==> src/rtl/ps2m_pkg.sv <==
// Shared types, constants and arithmetic helpers for the PS/2 mouse packet decoder.
package ps2m_pkg;

  // Framing phase of the byte stream
  typedef enum logic [1:0] {
    PH_ACK    = 2'd0,
    PH_FIRST  = 2'd1,
    PH_SECOND = 2'd2,
    PH_THIRD  = 2'd3
  } phase_e;

  // Register indexes on the configuration port
  typedef enum logic {
    REG_WIDTH  = 1'b0,
    REG_HEIGHT = 1'b1
  } reg_idx_e;

  localparam logic [7:0]  ACK_BYTE      = 8'hFA;
  localparam logic [7:0]  SYNC_MASK     = 8'hC8;
  localparam logic [7:0]  SYNC_VALUE    = 8'h08;
  localparam int unsigned BTN_BITS      = 3;
  localparam int unsigned X_SIGN_BIT    = 4;
  localparam int unsigned Y_SIGN_BIT    = 5;
  localparam int unsigned TASKBAR_ROWS  = 28;
  localparam logic [11:0] RESET_WIDTH   = 12'd320;
  localparam logic [11:0] RESET_HEIGHT  = 12'd200;
  localparam int unsigned QUEUE_DEPTH   = 2;
  localparam int unsigned QUEUE_PTR_W   = $clog2(QUEUE_DEPTH);
  localparam int unsigned QUEUE_CNT_W   = $clog2(QUEUE_DEPTH + 1);

  // One framed packet as it travels from front to back
  typedef struct packed {
    logic [7:0] first;
    logic [7:0] second;
    logic [7:0] third;
  } pkt_t;

  // Configuration writes seen by the cursor logic
  typedef struct packed {
    logic        wr_width;
    logic        wr_height;
    logic [11:0] width;
    logic [11:0] height;
  } cfg_t;

  // Centre position: (span - margin) / 2, floored at zero
  function automatic logic [11:0] centre_of(logic [11:0] span, logic [7:0] margin);
    logic signed [13:0] v;
    v = $signed({2'b00, span}) - $signed({6'b000000, margin});
    if (v < 0) begin
      v = '0;
    end
    return v[12:1];
  endfunction

  // Add a delta and clamp to 0 .. span - size (upper bound floored at zero)
  function automatic logic [11:0] clamp_axis(logic [11:0] pos, logic signed [9:0] delta,
                                             logic [11:0] span, logic [6:0] size);
    logic signed [13:0] sum;
    logic signed [13:0] upper;
    sum   = $signed({2'b00, pos}) + $signed({{4{delta[9]}}, delta});
    upper = $signed({2'b00, span}) - $signed({7'b0000000, size});
    if (upper < 0) begin
      upper = '0;
    end
    if (sum < 0) begin
      sum = '0;
    end else if (sum > upper) begin
      sum = upper;
    end
    return sum[11:0];
  endfunction

endpackage

==> src/rtl/ps2m_front.sv <==
// Byte framer: waits for the acknowledge, resynchronises and assembles packets.
module ps2m_front (
  input  logic            clk_i,
  input  logic            rst_ni,
  input  logic            accept_i,
  input  logic [7:0]      rx_byte_i,
  output logic            pkt_push_o,
  output ps2m_pkg::pkt_t  pkt_o
);

  ps2m_pkg::phase_e phase_q, phase_d;
  logic [7:0] first_q;
  logic [7:0] second_q;
  logic       cap_first;
  logic       cap_second;
  logic       sync_ok;

  assign sync_ok = (rx_byte_i & ps2m_pkg::SYNC_MASK) == ps2m_pkg::SYNC_VALUE;

  // Next phase
  always_comb begin
    phase_d = phase_q;
    if (accept_i) begin
      case (phase_q)
        ps2m_pkg::PH_ACK: begin
          if (rx_byte_i == ps2m_pkg::ACK_BYTE) phase_d = ps2m_pkg::PH_FIRST;
        end
        ps2m_pkg::PH_FIRST: begin
          if (sync_ok) phase_d = ps2m_pkg::PH_SECOND;
        end
        ps2m_pkg::PH_SECOND: phase_d = ps2m_pkg::PH_THIRD;
        ps2m_pkg::PH_THIRD:  phase_d = ps2m_pkg::PH_FIRST;
        default:             phase_d = ps2m_pkg::PH_ACK;
      endcase
    end
  end

  // Capture enables and packet push
  always_comb begin
    cap_first  = 1'b0;
    cap_second = 1'b0;
    pkt_push_o = 1'b0;
    case (phase_q)
      ps2m_pkg::PH_FIRST:  cap_first  = accept_i & sync_ok;
      ps2m_pkg::PH_SECOND: cap_second = accept_i;
      ps2m_pkg::PH_THIRD:  pkt_push_o = accept_i;
      default: ;
    endcase
  end

  always_ff @(posedge clk_i or negedge rst_ni) begin
    if (!rst_ni) begin
      phase_q  <= ps2m_pkg::PH_ACK;
      first_q  <= '0;
      second_q <= '0;
    end else begin
      phase_q <= phase_d;
      if (cap_first)  first_q  <= rx_byte_i;
      if (cap_second) second_q <= rx_byte_i;
    end
  end

  // Third byte goes straight into the queue
  assign pkt_o = '{first: first_q, second: second_q, third: rx_byte_i};

endmodule

==> src/rtl/ps2m_queue.sv <==
// Short packet queue between framer and cursor logic.
module ps2m_queue (
  input  logic            clk_i,
  input  logic            rst_ni,
  input  logic            push_i,
  input  ps2m_pkg::pkt_t  pkt_i,
  output logic            full_o,
  input  logic            pop_i,
  output logic            valid_o,
  output ps2m_pkg::pkt_t  pkt_o
);

  ps2m_pkg::pkt_t entry_q [ps2m_pkg::QUEUE_DEPTH];
  logic [ps2m_pkg::QUEUE_PTR_W-1:0] wr_ptr_q, rd_ptr_q;
  logic [ps2m_pkg::QUEUE_CNT_W-1:0] count_q;

  assign full_o  = count_q == ps2m_pkg::QUEUE_CNT_W'(ps2m_pkg::QUEUE_DEPTH);
  assign valid_o = count_q != '0;
  assign pkt_o   = entry_q[rd_ptr_q];

  // Entry storage
  always_ff @(posedge clk_i) begin
    if (push_i) entry_q[wr_ptr_q] <= pkt_i;
  end

  // Pointers and fill count
  always_ff @(posedge clk_i or negedge rst_ni) begin
    if (!rst_ni) begin
      wr_ptr_q <= '0;
      rd_ptr_q <= '0;
      count_q  <= '0;
    end else begin
      if (push_i) wr_ptr_q <= wr_ptr_q + 1'b1;
      if (pop_i)  rd_ptr_q <= rd_ptr_q + 1'b1;
      if (push_i && !pop_i) begin
        count_q <= count_q + 1'b1;
      end else if (pop_i && !push_i) begin
        count_q <= count_q - 1'b1;
      end
    end
  end

endmodule

==> src/rtl/ps2m_back.sv <==
// Packet executor: deltas, clamped cursor update and the result register.
module ps2m_back #(
  parameter int CursorSize = 16
) (
  input  logic                clk_i,
  input  logic                rst_ni,
  input  ps2m_pkg::cfg_t      cfg_i,
  input  logic                pkt_valid_i,
  input  ps2m_pkg::pkt_t      pkt_i,
  output logic                pkt_pop_o,
  output logic                out_valid_o,
  input  logic                out_take_i,
  output logic [2:0]          buttons_o,
  output logic signed [8:0]   delta_x_o,
  output logic signed [9:0]   delta_y_o,
  output logic [11:0]         cursor_x_o,
  output logic [11:0]         cursor_y_o
);

  localparam logic [6:0] SizeW    = 7'(CursorSize);
  localparam logic [7:0] MarginX  = 8'(CursorSize);
  localparam logic [7:0] MarginY  = 8'(ps2m_pkg::TASKBAR_ROWS + CursorSize);

  logic [11:0]        ptr_x_q, ptr_y_q;
  logic [11:0]        ptr_x_d, ptr_y_d;
  logic               out_valid_q;
  logic signed [8:0]  dx;
  logic signed [9:0]  dy;
  logic               ready;

  // Sign-extended deltas, Y negated so that down is positive
  assign dx = {pkt_i.first[ps2m_pkg::X_SIGN_BIT], pkt_i.second};
  assign dy = 10'sd0 - $signed({{2{pkt_i.first[ps2m_pkg::Y_SIGN_BIT]}}, pkt_i.third});

  assign ready     = !out_valid_q || out_take_i;
  assign pkt_pop_o = pkt_valid_i && ready;

  assign ptr_x_d = ps2m_pkg::clamp_axis(ptr_x_q, {dx[8], dx}, cfg_i.width, SizeW);
  assign ptr_y_d = ps2m_pkg::clamp_axis(ptr_y_q, dy, cfg_i.height, SizeW);

  // Cursor position and result valid
  always_ff @(posedge clk_i or negedge rst_ni) begin
    if (!rst_ni) begin
      ptr_x_q     <= ps2m_pkg::centre_of(ps2m_pkg::RESET_WIDTH, MarginX);
      ptr_y_q     <= ps2m_pkg::centre_of(ps2m_pkg::RESET_HEIGHT, MarginY);
      out_valid_q <= 1'b0;
    end else begin
      if (cfg_i.wr_width) begin
        ptr_x_q <= ps2m_pkg::centre_of(cfg_i.width, MarginX);
      end else if (pkt_pop_o) begin
        ptr_x_q <= ptr_x_d;
      end
      if (cfg_i.wr_height) begin
        ptr_y_q <= ps2m_pkg::centre_of(cfg_i.height, MarginY);
      end else if (pkt_pop_o) begin
        ptr_y_q <= ptr_y_d;
      end
      if (pkt_pop_o) begin
        out_valid_q <= 1'b1;
      end else if (out_take_i) begin
        out_valid_q <= 1'b0;
      end
    end
  end

  // Result payload
  always_ff @(posedge clk_i) begin
    if (pkt_pop_o) begin
      buttons_o  <= pkt_i.first[ps2m_pkg::BTN_BITS-1:0];
      delta_x_o  <= dx;
      delta_y_o  <= dy;
      cursor_x_o <= ptr_x_d;
      cursor_y_o <= ptr_y_d;
    end
  end

  assign out_valid_o = out_valid_q;

endmodule

==> src/rtl/ps2_mouse_packet_cursor_core.sv <==
// Top level of the PS/2 mouse packet decoder with clamped cursor.
// Takes one mouse byte per cycle whenever full is low: the framer handles each
// byte as it arrives and only stalls when the two-word packet queue is
// full, which happens only while results are not being popped. A packet is
// registered first in the queue, then, once the result register is free, the
// cursor adder and clamp feed the result register, and one packet
// completes every three bytes. Bytes are ignored until the 0xFA acknowledge.
// Writing screen_width or screen_height recentres that axis of the cursor.
module ps2_mouse_packet_cursor_core #(
  parameter int CURSOR_SIZE = 16
) (
  input  logic                clk_i,
  input  logic                rst_ni,
  // configuration port
  input  logic                psel,
  input  logic                penable,
  input  logic                pwrite,
  input  logic [2:0]          paddr,
  input  logic [31:0]         pwdata,
  output logic [31:0]         prdata,
  output logic                pready,
  // byte input
  input  logic                push,
  output logic                full,
  input  logic [7:0]          rx_byte_i,
  // result output
  output logic                empty,
  input  logic                pop,
  output logic [2:0]          buttons_o,
  output logic signed [8:0]   delta_x_o,
  output logic signed [9:0]   delta_y_o,
  output logic [11:0]         cursor_x_o,
  output logic [11:0]         cursor_y_o
);

  logic [11:0]        width_q, height_q;
  logic               cfg_wr;
  ps2m_pkg::reg_idx_e cfg_idx;
  ps2m_pkg::cfg_t     cfg;
  logic               accept;
  logic               pkt_push;
  ps2m_pkg::pkt_t     pkt_in, pkt_out;
  logic               q_full, q_valid, q_pop;
  logic               out_valid;

  // Configuration registers
  assign pready  = 1'b1;
  assign cfg_wr  = psel && penable && pwrite;
  assign cfg_idx = ps2m_pkg::reg_idx_e'(paddr[2]);

  always_ff @(posedge clk_i or negedge rst_ni) begin
    if (!rst_ni) begin
      width_q  <= ps2m_pkg::RESET_WIDTH;
      height_q <= ps2m_pkg::RESET_HEIGHT;
    end else if (cfg_wr) begin
      case (cfg_idx)
        ps2m_pkg::REG_WIDTH:  width_q  <= pwdata[11:0];
        ps2m_pkg::REG_HEIGHT: height_q <= pwdata[11:0];
        default: ;
      endcase
    end
  end

  always_comb begin
    case (cfg_idx)
      ps2m_pkg::REG_WIDTH:  prdata = {20'd0, width_q};
      ps2m_pkg::REG_HEIGHT: prdata = {20'd0, height_q};
      default:              prdata = '0;
    endcase
  end

  // New register values reach the cursor logic together with the write strobe
  assign cfg.wr_width  = cfg_wr && (cfg_idx == ps2m_pkg::REG_WIDTH);
  assign cfg.wr_height = cfg_wr && (cfg_idx == ps2m_pkg::REG_HEIGHT);
  assign cfg.width     = cfg.wr_width  ? pwdata[11:0] : width_q;
  assign cfg.height    = cfg.wr_height ? pwdata[11:0] : height_q;

  // Input handshake
  assign full   = q_full;
  assign accept = push && !q_full;

  ps2m_front u_front (
    .clk_i      (clk_i),
    .rst_ni     (rst_ni),
    .accept_i   (accept),
    .rx_byte_i  (rx_byte_i),
    .pkt_push_o (pkt_push),
    .pkt_o      (pkt_in)
  );

  ps2m_queue u_queue (
    .clk_i   (clk_i),
    .rst_ni  (rst_ni),
    .push_i  (pkt_push),
    .pkt_i   (pkt_in),
    .full_o  (q_full),
    .pop_i   (q_pop),
    .valid_o (q_valid),
    .pkt_o   (pkt_out)
  );

  ps2m_back #(
    .CursorSize (CURSOR_SIZE)
  ) u_back (
    .clk_i       (clk_i),
    .rst_ni      (rst_ni),
    .cfg_i       (cfg),
    .pkt_valid_i (q_valid),
    .pkt_i       (pkt_out),
    .pkt_pop_o   (q_pop),
    .out_valid_o (out_valid),
    .out_take_i  (pop),
    .buttons_o   (buttons_o),
    .delta_x_o   (delta_x_o),
    .delta_y_o   (delta_y_o),
    .cursor_x_o  (cursor_x_o),
    .cursor_y_o  (cursor_y_o)
  );

  assign empty = !out_valid;

  // Negated Y delta never reaches -256
  a_dy_range: assert property (@(posedge clk_i) disable iff (!rst_ni)
    !empty |-> delta_y_o != -10'sd256)
    else $error("delta_y out of range");

  // A waiting packet is kept while the result word is stalled
  a_queue_hold: assert property (@(posedge clk_i) disable iff (!rst_ni)
    (q_valid && !empty && !pop) |=> q_valid)
    else $error("queued packet lost while result stalled");

  // Taking the last result with nothing queued leaves the output empty
  a_drain: assert property (@(posedge clk_i) disable iff (!rst_ni)
    (!empty && pop && !q_valid) |=> empty)
    else $error("result word repeated");

endmodule

==> config.mk <==
export PLATFORM = sky130hd
export DESIGN_NAME = ps2_mouse_packet_cursor_core
export DESIGN_NICKNAME = d
export VERILOG_FILES = /design/src/rtl/ps2m_pkg.sv /design/src/rtl/ps2m_front.sv /design/src/rtl/ps2m_queue.sv /design/src/rtl/ps2m_back.sv /design/src/rtl/ps2_mouse_packet_cursor_core.sv
export SDC_FILE = /design/constraint.sdc
export NUM_CORES = 1
export LEC_CHECK = 0
export ABC_CLOCK_PERIOD_IN_PS = 9030
export BUFFER_PORTS_ARGS = -buffer_cell sky130_fd_sc_hd__buf_2
export CAP_MARGIN = 0
export CELL_PAD_IN_SITES_DETAIL_PLACEMENT = 1
export CELL_PAD_IN_SITES_GLOBAL_PLACEMENT = 2
export CORE_MARGIN = 2
export CORE_UTILIZATION = 41
export DETAILED_ROUTE_END_ITERATION = 10
export PLACE_DENSITY_LB_ADDON = 0.2
export SLEW_MARGIN = 30
export SYNTH_ARGS = -nofsm -noshare
export SYNTH_HDL_FRONTEND = slang
export SYNTH_SLANG_ARGS = --single-unit
==> constraint.sdc <==
create_clock -name clk_i -period 9.03 [get_ports clk_i]
set_input_delay 0.903 -clock clk_i [delete_from_list [all_inputs] [get_ports clk_i]]
set_output_delay 0.903 -clock clk_i [all_outputs]
set_load 0.01 [all_outputs]
==> metrics.md <==
| Metric | Value |
|---|---|
| Synth Register Bits | `156` |
| Final Wtd Congestion | `0.820` |
| CP Buf/Inv Count | `1` |
| Worst Path Required | `9270 ps` |
| RSZ-0062 raised after global routing | `false` |
| Hold-fix buffers, CTS | `0` |
| Setup TNS | `0 ps` |
| Initial DRC count | `just under 300` |
| HPWL after detailed placement | `18.1 mm` |
| Clock tree buffer depth | `2` |
| Total grt overflow | `0` |
| Ys async rst share | `between 40 and 50%` |
| Final hold slack | `476 ps` |
| Skew final | `16.0 ps` |
| FP Rows | `54` |
| Final Net Count | `approximately 1100` |
| Hold WC Path Type | `flop to flop` |
| Vias in the first global route | `7183` |
| Initial antenna violation count | `0` |
| WS Path Type | `flop to flop` |
| Placed inst area | `0.00978 sq mm` |
| Max_cap viols | `0` |
| Share of layout cells above drive strength 1 | `21.1%` |
| PortBufs | `87` |
| CTS sink cnt | `156` |
| CTS Buf Count | `17` |
| Post-DRT Antenna Nets | `0` |
| Status | `finished, final reports clean` |
| Peak supply drop | `0.147 mV` |
| Core ar. | `roughly 0.022 sq mm` |
| Share of the synthesized area in the top cell type | `28.7%` |
| Area contributors post-synth | `edfxtp_1, dfrtp_1, ha_1, mux2_2, mux2i_1` |
| Routed len/inst | `19.9 um` |
| Drt pass-1 iters | `4` |
| Crit-path leading delay family | `compound AO/OA/AOI/OAI gates` |
| Fin. Hold Viols | `0` |
| First-pass GRT wire length | `39.2 mm` |
| Synthesized area | `0.00921 sq mm` |
| Worst Setup End Kind | `flop` |
| CP max stage cell | `nor3_4` |
| Vias post-DR | `6639` |
| Die W | `154 um` |
| CP Cell Sequence | `buf_4, mux2i_1, ha_1, nand3_1, nor2_1, xor2_1, o21ai_0, ha_1, a21oi_1, o21ai_0, a21oi_1, o21a_1, xor2_1, ha_1, nand2_1, nor2_1, o31a_1, o31a_1, nor3_4, mux2_2, nor2_1` |
| Top FF cell, synth | `edfxtp_1` |
| Worst EP arrival | `6230 ps` |
| Slew Viols, Final | `0` |
| Relative slew margins | `42.6%` |
| # setup viols final | `0` |
| Final WL | `24.5 mm` |
| Startpoint Class | `flop` |
| Leakage | `0.00458 uW` |
| Pin count of the biggest net entering global routing | `69` |
| CTS clock-pin slew for the worst setup and hold paths | `80 ps` |
| Register area share after synthesis | `47.3%` |
| Die Area | `0.0237 sq mm` |
| Htree depth | `4` |
| Syn Inst Count | `roughly 850` |
| Boundary Pins | `between 100 and 150` |
| Postcts setup bufs | `0` |
| Final Worst Setup Slack | `3040 ps` |
| Total Routing Usage GR | `21.2%` |
| Post-route clock period utilization | `66.4%` |
| Post-Place Setup Slack | `2890 ps` |
| Slew @ Worst Pin | `855 ps` |
| Critical path's largest stage delay | `about 550 ps` |
| Crit path max fanout | `30` |
| Mapped Avg Cell Area | `10.8 sq um` |
| EDFF count, synth | `88` |
| Synth warn | `0` |
| Post-synth top area cell | `edfxtp_1` |
| Antenna fix cells | `0` |
| Root buffer cell | `clkbuf_16` |
| Post-route DRC | `0` |
| CTS tree | `yes` |
| Area growth syn-to-layout | `13.3%` |
| Fmax | `167 MHz` |
| Vias per cell | `about 5.4` |
| Final Instance Area | `0.0104 sq mm` |
| Initial core utilization | `41.9%` |
| Post_cts resized | `0` |
| Min cycle time layout | `5990 ps` |
| # fillers | `roughly 2400` |
| Synth unique cells | `70` |
| Clk Latency, worst-skew pair | `430 ps` |
| Pwr/cell area | `404 mW/mm^2` |
| Chip height | `roughly 150 um` |
==> placed cells by master (no fill, tap or decap), types with 29 or more instances in the layout <==
cell / Yosys / routed
edfxtp_1: 88 / 88
nand2_1: 87 / 87
buf_2: 4 / 87
nor2_1: 72 / 71
ha_1: 65 / 65
dfrtp_1: 56 / 56
inv_1: 55 / 54
a21oi_1: 50 / 50
mux2i_1: 40 / 40
mux2_2: 40 / 40
xnor2_1: 32 / 32
o21ai_0: 29 / 29
==> cell usage after synthesis, drive strengths merged, types with 3 or more instances <==
library cell  count
or3               9
buf              30
nand2            87
edfxtp           88
nor2             72
o21a              4
nor3b             4
inv              55
dfstp            12
o22ai             3
xnor2            32
nand4             6
o311a             5
nand2b            6
o21bai            4
o211ai            3
a22oi             8
mux2i            40
a211oi            5
o21ai            40
nor2b             7
mux2             40
dfrtp            56
ha               65
nand3            12
xor2             16
nor3             16
o41ai             3
clkbuf           15
o221ai           10
and2              7
and3              6
a31oi             3
a21oi            51
nor4              3
a21o              4
==> through the flow <==
stage / power, uW / utilization [%] / instances
finish: 4210 / 47.5 / 1230
global route: 4530 / 47.5 / 1230
CTS: 4220 / 47.4 / 1230
detailed placement: 3440 / 44.6 / 1198
global placement: 3350 / 44.6 / 1198
floorplan: 2820 / - / 868
==> final timing paths <==
check	startpoint	end	slack, ps	cells past startpoint
min reg2reg	u_front.second_q[1]	u_queue.entry_q[1][9]	480	0
min	u_front.second_q[1]	u_queue.entry_q[1][9]	480	0
min in group asynchronous	rst_ni	u_back.ptr_y_q[11]	560	2
max reg2reg	u_queue.rd_ptr_q	u_back.cursor_y_o[1]	3040	21
max	u_queue.rd_ptr_q	u_back.cursor_y_o[1]	3040	21
max in group asynchronous	rst_ni	width_q[11]	7960	2
==> registers in the layout, summed over array words and instances, names as in the netlist, 2 cells and up <==
register / cells
u_queue.entry_q: 42
u_back.delta_x_o: 9
u_back.delta_y_o: 10
u_back.ptr_y_q: 12
u_queue.count_q: 2
width_q: 12
height_q: 12
u_front.phase_q: 2
u_front.second_q: 8
u_back.buttons_o: 3
u_back.ptr_x_q: 12
u_front.first_q: 5
u_back.cursor_x_o: 12
u_back.cursor_y_o: 12
==> per-layer routing <==
metal  wire length [um]  track usage, %
met2              12000            36.2
met4                307            4.94
met3                622            3.33
met5                  0               0
met1              11600            28.5
==> worst register-to-register path, cell delays in order (launching register included) <==
cell     delay [ps]
dfrtp_1         330
buf_4           360
mux2i_1         310
ha_1            240
nand3_1         150
nor2_1          190
xor2_1           90
o21ai_0         510
ha_1            390
a21oi_1         200
o21ai_0         100
a21oi_1         350
o21a_1          240
xor2_1          280
ha_1            310
nand2_1          70
nor2_1           50
o31a_1          100
o31a_1          350
nor3_4          550
mux2_2          440
nor2_1          200
==> power by group <==
part | internal, uW | switching [uW]
clock | 385 | 372
sequential | 1090 | 130
combinational | 873 | 1370
==> final cells by class <==
cell class,instances,area [sq um],area share (%)
multi-input cells,612,4390,42.1
flip-flops and latches,156,4360,41.8
clock inverters,15,206,1.98
repair buffers,95,499,4.78
inverters,55,206,1.98
well taps,280,350,3.36
clock buffers,17,425,4.08
==> cells by family (layout without fill, tap and decap cells) <==
logic type	count (synthesis)	after routing	share of synthesized area [%]
simple gates	242	242	12.3
mux	80	80	9.24
buf+inv	100	182	5.98
xor+xnor	48	48	4.56
other cells	2	21	0.0815
compound gates	154	154	11.2
flops	156	156	47.3
fa+ha+maj	67	67	9.27
No activity file was read; power rests on OpenSTA's default activity.
